## src/rtl/xcs_pkg.sv

```systemverilog
// xcs_pkg: shared types, codes and constants for the xmodem checksum sender
// no dependencies; imported by every module of the block

package xcs_pkg;

    typedef enum logic [1:0] {
        OP_LOAD  = 2'd0,
        OP_REPLY = 2'd1,
        OP_TICK  = 2'd2,
        OP_PULL  = 2'd3
    } op_t;

    typedef enum logic [7:0] {
        PH_WAIT_START   = 8'b0000_0001,
        PH_LOAD         = 8'b0000_0010,
        PH_SEND         = 8'b0000_0100,
        PH_WAIT_REPLY   = 8'b0000_1000,
        PH_SEND_EOT     = 8'b0001_0000,
        PH_WAIT_EOT_ACK = 8'b0010_0000,
        PH_DONE         = 8'b0100_0000,
        PH_FAILED       = 8'b1000_0000
    } phase_t;

    typedef enum logic [2:0] {
        K_NONE     = 3'd0,
        K_FIXED    = 3'd1,
        K_DATA_MEM = 3'd2,
        K_DATA_PAD = 3'd3,
        K_SUM      = 3'd4
    } kind_t;

    localparam logic [7:0] CH_SOH = 8'h01;
    localparam logic [7:0] CH_EOT = 8'h04;
    localparam logic [7:0] CH_ACK = 8'h06;
    localparam logic [7:0] CH_NAK = 8'h15;

    localparam logic [1:0] ERR_NONE          = 2'd0;
    localparam logic [1:0] ERR_START_TIMEOUT = 2'd1;
    localparam logic [1:0] ERR_REPLY_TIMEOUT = 2'd2;
    localparam logic [1:0] ERR_EOT_TIMEOUT   = 2'd3;

    localparam logic [1:0] REG_START_TIMEOUT = 2'd0;
    localparam logic [1:0] REG_REPLY_TIMEOUT = 2'd1;
    localparam logic [1:0] REG_PAD_BYTE      = 2'd2;

    localparam logic [15:0] START_TIMEOUT_RESET = 16'd60000;
    localparam logic [15:0] REPLY_TIMEOUT_RESET = 16'd10000;
    localparam logic [7:0]  PAD_BYTE_RESET      = 8'd26;

    localparam logic [7:0] BLOCK_NUMBER_RESET = 8'd1;

    typedef struct packed {
        logic [15:0] start_timeout;
        logic [15:0] reply_timeout;
        logic [7:0]  pad_byte;
    } cfg_t;

    typedef struct packed {
        op_t        op;
        logic [7:0] file_byte;
        logic       eof;
        logic [7:0] reply_byte;
    } item_t;

    typedef struct packed {
        logic       tx_valid;
        kind_t      kind;
        logic [7:0] fixed_byte;
        logic       clear_sum;
        logic       frame_end;
        logic       load_taken;
        logic [2:0] phase;
        logic [1:0] error_code;
    } pipe_t;

    function automatic logic [2:0] phase_code(phase_t p);
        logic [2:0] code;
        unique case (p)
            PH_WAIT_START:   code = 3'd0;
            PH_LOAD:         code = 3'd1;
            PH_SEND:         code = 3'd2;
            PH_WAIT_REPLY:   code = 3'd3;
            PH_SEND_EOT:     code = 3'd4;
            PH_WAIT_EOT_ACK: code = 3'd5;
            PH_DONE:         code = 3'd6;
            PH_FAILED:       code = 3'd7;
            default:         code = 3'd0;
        endcase
        return code;
    endfunction

endpackage

```

## src/rtl/xmodem_checksum_sender.sv

```systemverilog
// xmodem_checksum_sender: top level, configuration registers and the three stages
// depends on xcs_pkg, xcs_front, xcs_exec, xcs_out

// Sender side of XModem with an 8-bit checksum. Each input beat is one operation: load a
// file byte, hand in a receiver byte, a one-millisecond tick, or pull the next transmit
// byte; each beat yields exactly one result beat carrying the transmit byte (if any), the
// frame end mark, whether a load was taken, the phase and the error code. One beat per
// clock is sustained while out_stall is low; a beat is written into the input queue at
// the edge that takes it, then passes the protocol engine with its registered block
// buffer read, then the output register. The two-entry input queue keeps taking beats,
// until full, while a result waits on out_stall. The user must write the timeout and pad
// registers through cfg_we / cfg_index / cfg_data only while no beat is in flight; the
// block does not enforce this. Indexes past the last register are ignored.

module xmodem_checksum_sender #(
    parameter int BLOCK_BYTES = 128
) (
    input  logic        clk,
    input  logic        rst_n,
    input  logic        cfg_we,
    input  logic [1:0]  cfg_index,
    input  logic [15:0] cfg_data,
    input  logic        in_valid,
    output logic        in_stall,
    input  logic [1:0]  operation,
    input  logic [7:0]  file_byte,
    input  logic        end_of_file,
    input  logic [7:0]  reply_byte,
    output logic        out_valid,
    input  logic        out_stall,
    output logic        tx_valid,
    output logic [7:0]  tx_byte,
    output logic        frame_end,
    output logic        load_taken,
    output logic [2:0]  phase,
    output logic [1:0]  error_code
);
    import xcs_pkg::*;

    cfg_t       cfg_reg;
    cfg_t       cfg_next;
    logic       head_valid;
    item_t      head;
    logic       head_pop;
    logic       pipe_valid;
    pipe_t      pipe;
    logic [7:0] rd_data;
    logic       pipe_take;

    always_comb
    begin
        cfg_next = cfg_reg;
        if (cfg_we)
        begin
            unique case (cfg_index)
                REG_START_TIMEOUT: cfg_next.start_timeout = cfg_data;
                REG_REPLY_TIMEOUT: cfg_next.reply_timeout = cfg_data;
                REG_PAD_BYTE:      cfg_next.pad_byte      = cfg_data[7:0];
                default:
                begin
                end
            endcase
        end
    end

    always_ff @(posedge clk or negedge rst_n)
    begin
        if (!rst_n)
        begin
            cfg_reg.start_timeout <= START_TIMEOUT_RESET;
            cfg_reg.reply_timeout <= REPLY_TIMEOUT_RESET;
            cfg_reg.pad_byte      <= PAD_BYTE_RESET;
        end
        else
        begin
            cfg_reg <= cfg_next;
        end
    end

    xcs_front u_front (
        .clk         (clk),
        .rst_n       (rst_n),
        .in_valid    (in_valid),
        .in_stall    (in_stall),
        .operation   (operation),
        .file_byte   (file_byte),
        .end_of_file (end_of_file),
        .reply_byte  (reply_byte),
        .head_valid  (head_valid),
        .head        (head),
        .head_pop    (head_pop)
    );

    xcs_exec #(
        .BLOCK_BYTES (BLOCK_BYTES)
    ) u_exec (
        .clk        (clk),
        .rst_n      (rst_n),
        .cfg        (cfg_reg),
        .head_valid (head_valid),
        .head       (head),
        .head_pop   (head_pop),
        .pipe_valid (pipe_valid),
        .pipe       (pipe),
        .rd_data    (rd_data),
        .pipe_take  (pipe_take)
    );

    xcs_out u_out (
        .clk        (clk),
        .rst_n      (rst_n),
        .pipe_valid (pipe_valid),
        .pipe       (pipe),
        .rd_data    (rd_data),
        .pipe_take  (pipe_take),
        .out_valid  (out_valid),
        .out_stall  (out_stall),
        .tx_valid   (tx_valid),
        .tx_byte    (tx_byte),
        .frame_end  (frame_end),
        .load_taken (load_taken),
        .phase      (phase),
        .error_code (error_code)
    );

endmodule

```

## src/rtl/xcs_front.sv

```systemverilog
// xcs_front: input side, takes beats, decodes the operation, two-entry queue
// depends on xcs_pkg

module xcs_front (
    input  logic          clk,
    input  logic          rst_n,
    input  logic          in_valid,
    output logic          in_stall,
    input  logic [1:0]    operation,
    input  logic [7:0]    file_byte,
    input  logic          end_of_file,
    input  logic [7:0]    reply_byte,
    output logic          head_valid,
    output xcs_pkg::item_t head,
    input  logic          head_pop
);
    import xcs_pkg::*;

    item_t      q_reg [2];
    logic       wr_ptr_reg;
    logic       wr_ptr_next;
    logic       rd_ptr_reg;
    logic       rd_ptr_next;
    logic [1:0] count_reg;
    logic [1:0] count_next;
    logic       push;
    logic       pop;
    item_t      item_in;

    assign in_stall   = (count_reg == 2'd2);
    assign push       = in_valid && !in_stall;
    assign head_valid = (count_reg != 2'd0);
    assign pop        = head_pop && head_valid;
    assign head       = q_reg[rd_ptr_reg];

    always_comb
    begin
        item_in.op         = op_t'(operation);
        item_in.file_byte  = file_byte;
        item_in.eof        = end_of_file;
        item_in.reply_byte = reply_byte;
        wr_ptr_next = push ? !wr_ptr_reg : wr_ptr_reg;
        rd_ptr_next = pop ? !rd_ptr_reg : rd_ptr_reg;
        count_next  = count_reg + {1'b0, push} - {1'b0, pop};
    end

    always_ff @(posedge clk)
    begin
        if (push)
        begin
            q_reg[wr_ptr_reg] <= item_in;
        end
    end

    always_ff @(posedge clk or negedge rst_n)
    begin
        if (!rst_n)
        begin
            wr_ptr_reg <= 1'b0;
            rd_ptr_reg <= 1'b0;
            count_reg  <= 2'd0;
        end
        else
        begin
            wr_ptr_reg <= wr_ptr_next;
            rd_ptr_reg <= rd_ptr_next;
            count_reg  <= count_next;
        end
    end

endmodule

```

## src/rtl/xcs_exec.sv

```systemverilog
// xcs_exec: protocol engine, phase, counters, timer and the block buffer memory
// depends on xcs_pkg; feeds xcs_out through a registered stage

module xcs_exec #(
    parameter int BLOCK_BYTES = 128
) (
    input  logic           clk,
    input  logic           rst_n,
    input  xcs_pkg::cfg_t  cfg,
    input  logic           head_valid,
    input  xcs_pkg::item_t head,
    output logic           head_pop,
    output logic           pipe_valid,
    output xcs_pkg::pipe_t pipe,
    output logic [7:0]     rd_data,
    input  logic           pipe_take
);
    import xcs_pkg::*;

    localparam int CNT_W  = $clog2(BLOCK_BYTES + 1);
    localparam int IDX_W  = $clog2(BLOCK_BYTES + 4);
    localparam int ADDR_W = $clog2(BLOCK_BYTES);

    logic [7:0]        mem [BLOCK_BYTES];
    logic [7:0]        rd_data_reg;

    phase_t            phase_reg;
    phase_t            phase_next;
    logic [CNT_W-1:0]  fill_reg;
    logic [CNT_W-1:0]  fill_next;
    logic [CNT_W-1:0]  fill_inc;
    logic [IDX_W-1:0]  idx_reg;
    logic [IDX_W-1:0]  idx_next;
    logic [IDX_W-1:0]  k_idx;
    logic [7:0]        blk_reg;
    logic [7:0]        blk_next;
    logic [15:0]       timer_reg;
    logic [15:0]       timer_next;
    logic [15:0]       timer_inc;
    logic [15:0]       limit;
    logic [1:0]        fail_code;
    logic              file_done_reg;
    logic              file_done_next;
    logic [1:0]        err_reg;
    logic [1:0]        err_next;
    logic              pipe_valid_reg;
    logic              pipe_valid_next;
    pipe_t             pipe_reg;
    pipe_t             res;
    logic              fire;
    logic              wr_en;
    logic              rd_en;
    logic              in_wait;

    assign fire       = head_valid && (!pipe_valid_reg || pipe_take);
    assign head_pop   = fire;
    assign pipe_valid = pipe_valid_reg;
    assign pipe       = pipe_reg;
    assign rd_data    = rd_data_reg;

    assign fill_inc  = fill_reg + CNT_W'(1);
    assign k_idx     = idx_reg - IDX_W'(3);
    assign timer_inc = (timer_reg == 16'hFFFF) ? timer_reg : timer_reg + 16'd1;

    always_comb
    begin
        limit     = cfg.reply_timeout;
        fail_code = ERR_NONE;
        in_wait   = 1'b1;
        priority case (phase_reg)
            PH_WAIT_START:
            begin
                limit     = cfg.start_timeout;
                fail_code = ERR_START_TIMEOUT;
            end
            PH_WAIT_REPLY:   fail_code = ERR_REPLY_TIMEOUT;
            PH_WAIT_EOT_ACK: fail_code = ERR_EOT_TIMEOUT;
            default:         in_wait = 1'b0;
        endcase
    end

    always_comb
    begin
        phase_next     = phase_reg;
        fill_next      = fill_reg;
        idx_next       = idx_reg;
        blk_next       = blk_reg;
        timer_next     = timer_reg;
        file_done_next = file_done_reg;
        err_next       = err_reg;
        wr_en          = 1'b0;
        rd_en          = 1'b0;
        res            = '0;
        res.kind       = K_NONE;

        if (fire)
        begin
            unique case (head.op)
                OP_LOAD:
                begin
                    if (phase_reg == PH_LOAD && fill_reg < CNT_W'(BLOCK_BYTES))
                    begin
                        wr_en          = 1'b1;
                        fill_next      = fill_inc;
                        res.load_taken = 1'b1;
                        if (head.eof)
                        begin
                            file_done_next = 1'b1;
                        end
                        if (head.eof || fill_inc == CNT_W'(BLOCK_BYTES))
                        begin
                            idx_next   = '0;
                            phase_next = PH_SEND;
                        end
                    end
                end
                OP_REPLY:
                begin
                    priority if (phase_reg == PH_WAIT_START)
                    begin
                        if (head.reply_byte == CH_NAK)
                        begin
                            phase_next = PH_LOAD;
                        end
                    end
                    else if (phase_reg == PH_WAIT_REPLY)
                    begin
                        if (head.reply_byte == CH_ACK)
                        begin
                            blk_next   = blk_reg + 8'd1;
                            fill_next  = '0;
                            idx_next   = '0;
                            phase_next = file_done_reg ? PH_SEND_EOT : PH_LOAD;
                        end
                        else if (head.reply_byte == CH_NAK)
                        begin
                            idx_next   = '0;
                            phase_next = PH_SEND;
                        end
                    end
                    else if (phase_reg == PH_WAIT_EOT_ACK)
                    begin
                        if (head.reply_byte == CH_ACK)
                        begin
                            phase_next = PH_DONE;
                        end
                    end
                end
                OP_TICK:
                begin
                    if (in_wait)
                    begin
                        timer_next = timer_inc;
                        if (timer_inc >= limit)
                        begin
                            phase_next = PH_FAILED;
                            err_next   = fail_code;
                        end
                    end
                end
                OP_PULL:
                begin
                    if (phase_reg == PH_SEND)
                    begin
                        res.tx_valid = 1'b1;
                        idx_next     = idx_reg + IDX_W'(1);
                        priority if (idx_reg == IDX_W'(0))
                        begin
                            res.kind       = K_FIXED;
                            res.fixed_byte = CH_SOH;
                            res.clear_sum  = 1'b1;
                        end
                        else if (idx_reg == IDX_W'(1))
                        begin
                            res.kind       = K_FIXED;
                            res.fixed_byte = blk_reg;
                        end
                        else if (idx_reg == IDX_W'(2))
                        begin
                            res.kind       = K_FIXED;
                            res.fixed_byte = ~blk_reg;
                        end
                        else if (idx_reg < IDX_W'(BLOCK_BYTES + 3))
                        begin
                            if (k_idx < IDX_W'(fill_reg))
                            begin
                                res.kind = K_DATA_MEM;
                                rd_en    = 1'b1;
                            end
                            else
                            begin
                                res.kind       = K_DATA_PAD;
                                res.fixed_byte = cfg.pad_byte;
                            end
                        end
                        else
                        begin
                            res.kind      = K_SUM;
                            res.frame_end = 1'b1;
                            idx_next      = '0;
                            phase_next    = PH_WAIT_REPLY;
                            timer_next    = '0;
                        end
                    end
                    else if (phase_reg == PH_SEND_EOT)
                    begin
                        res.tx_valid   = 1'b1;
                        res.kind       = K_FIXED;
                        res.fixed_byte = CH_EOT;
                        res.frame_end  = 1'b1;
                        phase_next     = PH_WAIT_EOT_ACK;
                        timer_next     = '0;
                    end
                end
                default:
                begin
                end
            endcase
        end

        res.phase      = phase_code(phase_next);
        res.error_code = err_next;

        if (fire)
        begin
            pipe_valid_next = 1'b1;
        end
        else if (pipe_take)
        begin
            pipe_valid_next = 1'b0;
        end
        else
        begin
            pipe_valid_next = pipe_valid_reg;
        end
    end

    always_ff @(posedge clk)
    begin
        if (wr_en)
        begin
            mem[fill_reg[ADDR_W-1:0]] <= head.file_byte;
        end
        if (rd_en)
        begin
            rd_data_reg <= mem[k_idx[ADDR_W-1:0]];
        end
        if (fire)
        begin
            pipe_reg <= res;
        end
    end

    always_ff @(posedge clk or negedge rst_n)
    begin
        if (!rst_n)
        begin
            phase_reg      <= PH_WAIT_START;
            fill_reg       <= '0;
            idx_reg        <= '0;
            blk_reg        <= BLOCK_NUMBER_RESET;
            timer_reg      <= '0;
            file_done_reg  <= 1'b0;
            err_reg        <= ERR_NONE;
            pipe_valid_reg <= 1'b0;
        end
        else
        begin
            phase_reg      <= phase_next;
            fill_reg       <= fill_next;
            idx_reg        <= idx_next;
            blk_reg        <= blk_next;
            timer_reg      <= timer_next;
            file_done_reg  <= file_done_next;
            err_reg        <= err_next;
            pipe_valid_reg <= pipe_valid_next;
        end
    end

endmodule

```

## src/rtl/xcs_out.sv

```systemverilog
// xcs_out: result side, picks the transmit byte, keeps the running checksum,
// holds the result beat in the output register; depends on xcs_pkg

module xcs_out (
    input  logic           clk,
    input  logic           rst_n,
    input  logic           pipe_valid,
    input  xcs_pkg::pipe_t pipe,
    input  logic [7:0]     rd_data,
    output logic           pipe_take,
    output logic           out_valid,
    input  logic           out_stall,
    output logic           tx_valid,
    output logic [7:0]     tx_byte,
    output logic           frame_end,
    output logic           load_taken,
    output logic [2:0]     phase,
    output logic [1:0]     error_code
);
    import xcs_pkg::*;

    logic       out_valid_reg;
    logic       out_valid_next;
    logic [7:0] sum_reg;
    logic [7:0] sum_next;
    logic [7:0] byte_sel;
    logic       tx_valid_reg;
    logic [7:0] tx_byte_reg;
    logic       frame_end_reg;
    logic       load_taken_reg;
    logic [2:0] phase_out_reg;
    logic [1:0] error_code_reg;

    assign pipe_take  = pipe_valid && (!out_valid_reg || !out_stall);
    assign out_valid  = out_valid_reg;
    assign tx_valid   = tx_valid_reg;
    assign tx_byte    = tx_byte_reg;
    assign frame_end  = frame_end_reg;
    assign load_taken = load_taken_reg;
    assign phase      = phase_out_reg;
    assign error_code = error_code_reg;

    always_comb
    begin
        sum_next = sum_reg;
        unique case (pipe.kind)
            K_NONE:     byte_sel = 8'd0;
            K_FIXED:    byte_sel = pipe.fixed_byte;
            K_DATA_MEM: byte_sel = rd_data;
            K_DATA_PAD: byte_sel = pipe.fixed_byte;
            K_SUM:      byte_sel = sum_reg;
            default:    byte_sel = 8'd0;
        endcase
        if (pipe_take)
        begin
            if (pipe.clear_sum)
            begin
                sum_next = 8'd0;
            end
            else if (pipe.kind == K_DATA_MEM || pipe.kind == K_DATA_PAD)
            begin
                sum_next = sum_reg + byte_sel;
            end
        end

        if (pipe_take)
        begin
            out_valid_next = 1'b1;
        end
        else if (!out_stall)
        begin
            out_valid_next = 1'b0;
        end
        else
        begin
            out_valid_next = out_valid_reg;
        end
    end

    always_ff @(posedge clk)
    begin
        if (pipe_take)
        begin
            tx_valid_reg   <= pipe.tx_valid;
            tx_byte_reg    <= byte_sel;
            frame_end_reg  <= pipe.frame_end;
            load_taken_reg <= pipe.load_taken;
            phase_out_reg  <= pipe.phase;
            error_code_reg <= pipe.error_code;
        end
    end

    always_ff @(posedge clk or negedge rst_n)
    begin
        if (!rst_n)
        begin
            out_valid_reg <= 1'b0;
            sum_reg       <= 8'd0;
        end
        else
        begin
            out_valid_reg <= out_valid_next;
            sum_reg       <= sum_next;
        end
    end

endmodule
```

## config.mk

```make
export PLATFORM = sky130hd
export DESIGN_NAME = xmodem_checksum_sender
export DESIGN_NICKNAME = d
export VERILOG_FILES = /design/src/rtl/xcs_pkg.sv /design/src/rtl/xmodem_checksum_sender.sv /design/src/rtl/xcs_front.sv /design/src/rtl/xcs_exec.sv /design/src/rtl/xcs_out.sv
export SDC_FILE = /design/constraint.sdc
export NUM_CORES = 1
export LEC_CHECK = 0
export BUFFER_PORTS_ARGS = -buffer_cell sky130_fd_sc_hd__buf_4
export CAP_MARGIN = 25
export CORE_MARGIN = 1.5
export CORE_UTILIZATION = 45
export CTS_CLUSTER_DIAMETER = 80
export DETAILED_ROUTE_END_ITERATION = 16
export MAX_ROUTING_LAYER = met4
export PLACE_DENSITY = 0.69
export RECOVER_POWER = 25
export SLEW_MARGIN = 20
export SYNTH_ARGS = -nofsm -noshare
export SYNTH_HDL_FRONTEND = slang
export SYNTH_SLANG_ARGS = --single-unit
```

## constraint.sdc

```tcl
create_clock -name clk -period 6.2 [get_ports clk]
set_input_delay 0.93 -clock clk [delete_from_list [all_inputs] [get_ports clk]]
set_output_delay 0.93 -clock clk [all_outputs]
set_load 0.01 [all_outputs]
```

* Yosys cells after proc, flatten, opt, wreduce, memory -nomap -nowiden
Memories as Yosys holds them, arrays and structs flattened. A register that Yosys moved wholly into a read port is not among the register bits.
Cells that the tools add are included.
** Operators by class
- Reductions and logical operators :: 36
- Mux-type cells :: 92
- Order comparisons :: 4
- Add/sub/neg operators :: 8
- Bitwise operators :: 2
- Equal/unequal tests :: 43
** Operator list (count)
- $mux W8 :: 37
- $mux W16 :: 9
- $pmux W8 S3 :: 2
- $mux W11 :: 3
- $pmux W16 S2 :: 1
- $pmux W8 S4 :: 1
- $mux W1 :: 28
- $add A8 B1 Y8 const B :: 3
- $eq A8 B2 Y1 const B :: 3
- $eq A8 B3 Y1 const B :: 3
- $eq A8 B5 Y1 const B :: 3
- $mux W12 :: 2
- $pmux W3 S7 :: 1
- $add A16 B1 Y16 const B :: 1
- $eq A16 B16 Y1 const B :: 1
- $eq A8 B1 Y1 const B :: 2
- $eq A8 B4 Y1 const B :: 2
- $eq A8 B6 Y1 const B :: 2
- $eq A8 B8 Y1 const B :: 2
- $ge A16 B16 Y1 :: 1
- $lt A8 B8 Y1 const B :: 2
- $pmux W8 S2 :: 1
- $reduce_and A8 Y1 :: 2
- $ne A2 B1 Y1 const B :: 7
- other kinds (33) :: 66
** Word-level totals
- Memory bits (writable) :: 1062
- Memories :: 2
- Input port bits :: 42
- Register bits after elaboration :: 141
- Output and inout bits :: 18
** Memory list
- u_exec.mem :: depth 128, width 8, rd ports 1, clocked after memory_dff 1, wr ports 1, line xcs_exec.sv:24 : logic [7:0] mem [BLOCK_BYTES];
- u_front.q_reg :: depth 2, width 19, rd ports 1, clocked after memory_dff 0, wr ports 1, line xcs_front.sv:19 : item_t q_reg [2];

* Longest topological paths before layout
- Word-level depth :: 10
- Gate-level depth with buffers :: 20
- Gate-level depth less buffers :: 19

* Hierarchy
From an unflattened synthesis, not the netlist that was laid out.
** Unflattened totals
- Cells, all modules :: 2578
- Area, all modules :: 49207.2 µm²
** Modules (own cells, without submodules)
- xcs_exec :: instances 1, area each 44775.4 µm², cells each 2302
- xcs_front :: instances 1, area each 1570.3 µm², cells each 77
- xmodem_checksum_sender :: instances 1, area each 1530.2 µm², cells each 85
- xcs_out :: instances 1, area each 1331.3 µm², cells each 114

* Worst setup path before layout
OpenSTA, ideal clock, no wires.
- Path kind :: register -> register
- Start point :: reg u_exec.timer_reg[6]
- End point :: reg u_exec.pipe_reg, in the netlist u_exec.pipe[4] (data pin)
- Arrival time :: 3.861 ns
- Setup time :: 0.170 ns
- Cell stages (with the launch flop) :: 21
- Path slack :: 2.170 ns
- Cells stage by stage :: dfrtp_1 -> clkbuf_1 -> nand3_1 -> nor4_1 -> nand3_1 -> nor2_1 -> nor3_1 -> and3_1 -> nand2_1 -> xnor2_1 -> ha_1 -> a21oi_1 -> nor3_1 -> nor4_1 -> a31oi_1 -> o211a_1 -> or2_4 -> inv_2 -> xnor2_1 -> nand2_1 -> a311oi_2
** RTL lines
- from (decl) :: line xcs_exec.sv:37 : logic [15:0] timer_reg;
- from (signal assigned) :: line xcs_exec.sv:273 : timer_reg <= timer_next;
- to (signal assigned) :: line xcs_exec.sv:250 : pipe_reg <= res;
- to (decl) :: line xcs_exec.sv:48 : pipe_t pipe_reg;

==> metrics.md <==
| Metric | Value |
|---|---|
| Clk sink count | 1211 |
| Crit path max fanout | 13 |
| Asr flop ratio synth | 0.0867 |
| Leak | 17.7 nW |
| Row count | 120 |
| Crit start category | flop |
| Compound-gate portion of the synthesized area | 0.0267 |
| Port Buffers | 59 |
| Drt pass-1 iters | 6 |
| Die Ht | 333 um |
| Synthesized area | 49100 um^2 |
| Io pins | 60 |
| Cell area power density | 410 nW/um^2 |
| Slew Limit Fails | 487 |
| Vias | 24542 |
| R2R Path End | u_exec.mem[62][1]$_DFFE_PP_ |
| Fill cells | 8277 |
| Clk pin slew, worst setup/hold paths | 60 ps |
| Total CTS buffers | 117 |
| Layout Nets | 2685 |
| RR Startpoint | u_front.rd_ptr_reg$_DFFE_PN0P_ |
| # hold bufs at CTS | 0 |
| Antenna Nets Post-Route | 0 |
| Die area | 111000 um^2 |
| Final setup fails | 0 |
| Reg-to-reg setup timing slack | 1130 ps |
| Dpl cells | 3882 |
| HP Start | u_exec.pipe[19]$_SDFFCE_PN0P_ |
| Sequential share of the synthesized area | 0.731 |
| Maxcap violations | 8 |
| CP Data Required Time | 6510 ps |
| Detailed Place HPWL | 68.1 mm |
| Hold depth | 0 |
| Hold Path Class | flop to flop |
| Critical Path Sink Type | flop |
| DRC viols | 0 |
| Core box area | 108000 um^2 |
| Initial antenna violation count | 0 |
| Fmax | 197 MHz |
| Tmin final | 5070 ps |
| Max FFs per register | 1024 |
| Max-slew headroom | -0.750 |
| Simple logic cell fraction of the synthesized area | 0.0423 |
| Yosys Warn Count | 0 |
| Area used by multi-input combinational logic | 12700 um^2 |
| Initial Util | 0.456 |
| Clock root cell | clkbuf_16 |
| Main combinational cell family by area after synthesis | multiplexers |
| Register Area | 35900 um^2 |
| Antenna cells | 0 |
| DRT Wirelength | 110 mm |
| Syn Nets | 2560 |
| Post-CTS Setup Repair Bufs | 0 |
| GRT Total Usage | 0.205 |
| PostCTS Resize Cnt | 0 |
| Cells on worst reg2reg path | 9 |
| Gr ovfl total | 0 |
| Mux cell area share after synthesis | 0.170 |
| WP data arrival | 5380 ps |
| Post-Synth XOR/XNOR Area | 0.00714 |
| P&R area growth vs syn | 12.5% |
| Vias in the first global route | 24838 |
| Clock skew | 40.9 ps |
| H-tree Lvls | 3 |
| CTS tree | yes |
| Via-per-instance ratio | 5.98 |
| Synth Area in Adders | 0.0104 |
| Unrepaired setup endpoints after global routing | no |
| Final Hold Vio Count | 0 |
| Largest net degree at the start of global routing | 129 |
| Kind of critical path | flop to flop |
| Skew-Pair Late Insertion Delay | 710 ps |
| GPL Wtd Cong | 0.880 |
| First-pass GRT wire length | 165 mm |
| Yosys cell types | 83 |
| Non-filler instance count after layout | 4107 |
| Hold Path Sink | u_out.tx_valid$_DFFE_PP_ |
| Syn_area_per_cell | 19.8 um^2 |
| Yosys reg bits | 1211 |
| Setup TNS | 0 ps |
| Number of synthesized flops with an enable pin | 1106 |
| DR WL/cell | 26.8 um |
| Failing checks | capacitance limit, slew limit |
| Share of cells above drive strength 1 | 0.262 |
| Cell count after synthesis | 2478 |
| Run status | finished with violations |
| Top FF cell, synth | edfxtp_1 |
| Worst slew pin tran | 2630 ps |
| Max VDD drop | 0.000334 V |
| Die Wd | 333 um |
| Share of the cycle needed by the critical path after routing | 0.818 |
| 1st-iter DRT viols | 2814 |
| Clk buf depth | 3 |
==> power breakdown <==
part	internal (mW)	switching, mW
clock	3.97	3.06
combinational	2.02	3.18
sequential	10.2	0.206
total	16.2	6.45
==> worst max path at each step <==
| stage | startpoint | endpoint | slack (ps) |
|---|---|---|---|
| after floorplan | u_exec.timer_reg[6]$_DFFE_PN0P_ | u_exec.pipe[4]$_DFFE_PP_ | 2170 |
| after global placement | u_exec.timer_reg[6]$_DFFE_PN0P_ | u_exec.pipe[4]$_DFFE_PP_ | 1330 |
| after detailed placement | u_exec.timer_reg[6]$_DFFE_PN0P_ | u_exec.pipe[4]$_DFFE_PP_ | 1240 |
| after CTS | u_exec.timer_reg[6]$_DFFE_PN0P_ | u_exec.pipe[4]$_DFFE_PP_ | 1210 |
| after global routing | u_exec.timer_reg[6]$_DFFE_PN0P_ | u_exec.pipe[2]$_DFFE_PP_ | 710 |
| final | u_front.rd_ptr_reg$_DFFE_PN0P_ | u_exec.mem[62][1]$_DFFE_PP_ | 1130 |
==> cell families after synthesis <==
group	Yosys count
adder cells (fa/ha/maj)	40
AO/OA/AOI/OAI	190
XOR/XNOR	40
buffers and inverters	148
flip-flops	1211
multiplexers	408
AND/OR/NAND/NOR	441
==> layout by cell type (no fill, tap or decap), types with 8 or more instances in the layout <==
cell,instances
a21oi_1,43
a22o_1,11
and3_1,12
buf_4,81
bufinv_16,11
clkbuf_1,46
clkbuf_16,117
clkinv_1,29
clkinv_2,23
dfrtp_1,87
dfstp_2,17
edfxtp_1,1106
ha_1,38
inv_1,33
mux2_1,9
mux2_2,43
mux2i_1,19
mux4_2,336
nand2_1,108
nand2b_1,9
nand3_1,37
nor2_1,195
nor3_1,8
o21ai_0,46
o22ai_1,10
o31ai_1,12
xnor2_1,29
==> per-stage QoR <==
step | instance area [um^2] | util | power [mW] | hold slack (ps) | setup slack, ps
after floorplan | 49100 | - | 13.9 | 400 | 2170
after global placement | 51300 | 0.477 | 15.6 | 407 | 1330
after detailed placement | 51400 | 0.478 | 15.8 | 405 | 1240
after CTS | 55200 | 0.513 | 22.8 | 211 | 1210
after global routing | 55200 | 0.513 | 23.4 | 414 | 711
final | 55200 | 0.513 | 22.6 | 417 | 1130
==> layer usage <==
layer / track usage / part of all wire
met5: - / 0
met2: 0.328 / 0.50
met1: 0.278 / 0.41
met3: 0.0304 / 0.072
met4: 0.0544 / 0.022
==> Yosys cell counts, drive strengths merged (4+ instances only) <==
master  count  area, um^2
buf        45         210
o21ai      52         283
o211a       4        40.0
mux2       52         586
xor2        9        78.8
xnor2      31         272
a31oi       6        52.6
a22oi       6        45.0
mux4      336        7570
mux2i      20         204
clkbuf     67         251
and3       12        75.1
or2         4        27.5
o31ai      13         103
nor4        8        80.1
a21o        7        53.8
edfxtp   1106       33200
nand4       8        56.3
nand2     108         405
dfstp      17         447
inv        35         131
nor3b       5        37.5
and2        8        53.8
nand3b      6        45.0
nand3      41         205
o22ai      10        62.6
ha         39         488
a41oi       4        50.1
nor3       12        86.3
a211oi      6        45.0
a21oi      43         215
dfrtp      88        2200
and4        4        36.3
nand2b      9        56.3
a22o       11        96.3
nor2      195         732
o21a        4        30.0
a21boi      4        30.0
nor2b       5        31.3
==> worst max-delay path: stages (launching register included) <==
cell and delay (ps):
dfrtp_1 510, clkbuf_1 690, inv_2 200, o31ai_1 570
nor2b_1 330, nand2_1 210, nor2_1 330, nand3_2 680
buf_4 430, nor2_1 710
==> cell type report <==
cell class                      count  area share
Sequential cell                  1211       0.650
Multi-Input combinational cell   1119       0.230
Clock buffer                      144      0.0553
Tap cell                         1403      0.0318
Timing Repair Buffer              118      0.0171
Clock inverter                     76      0.0136
Inverter                           36     0.00245
(Power assumes the default switching activity.)
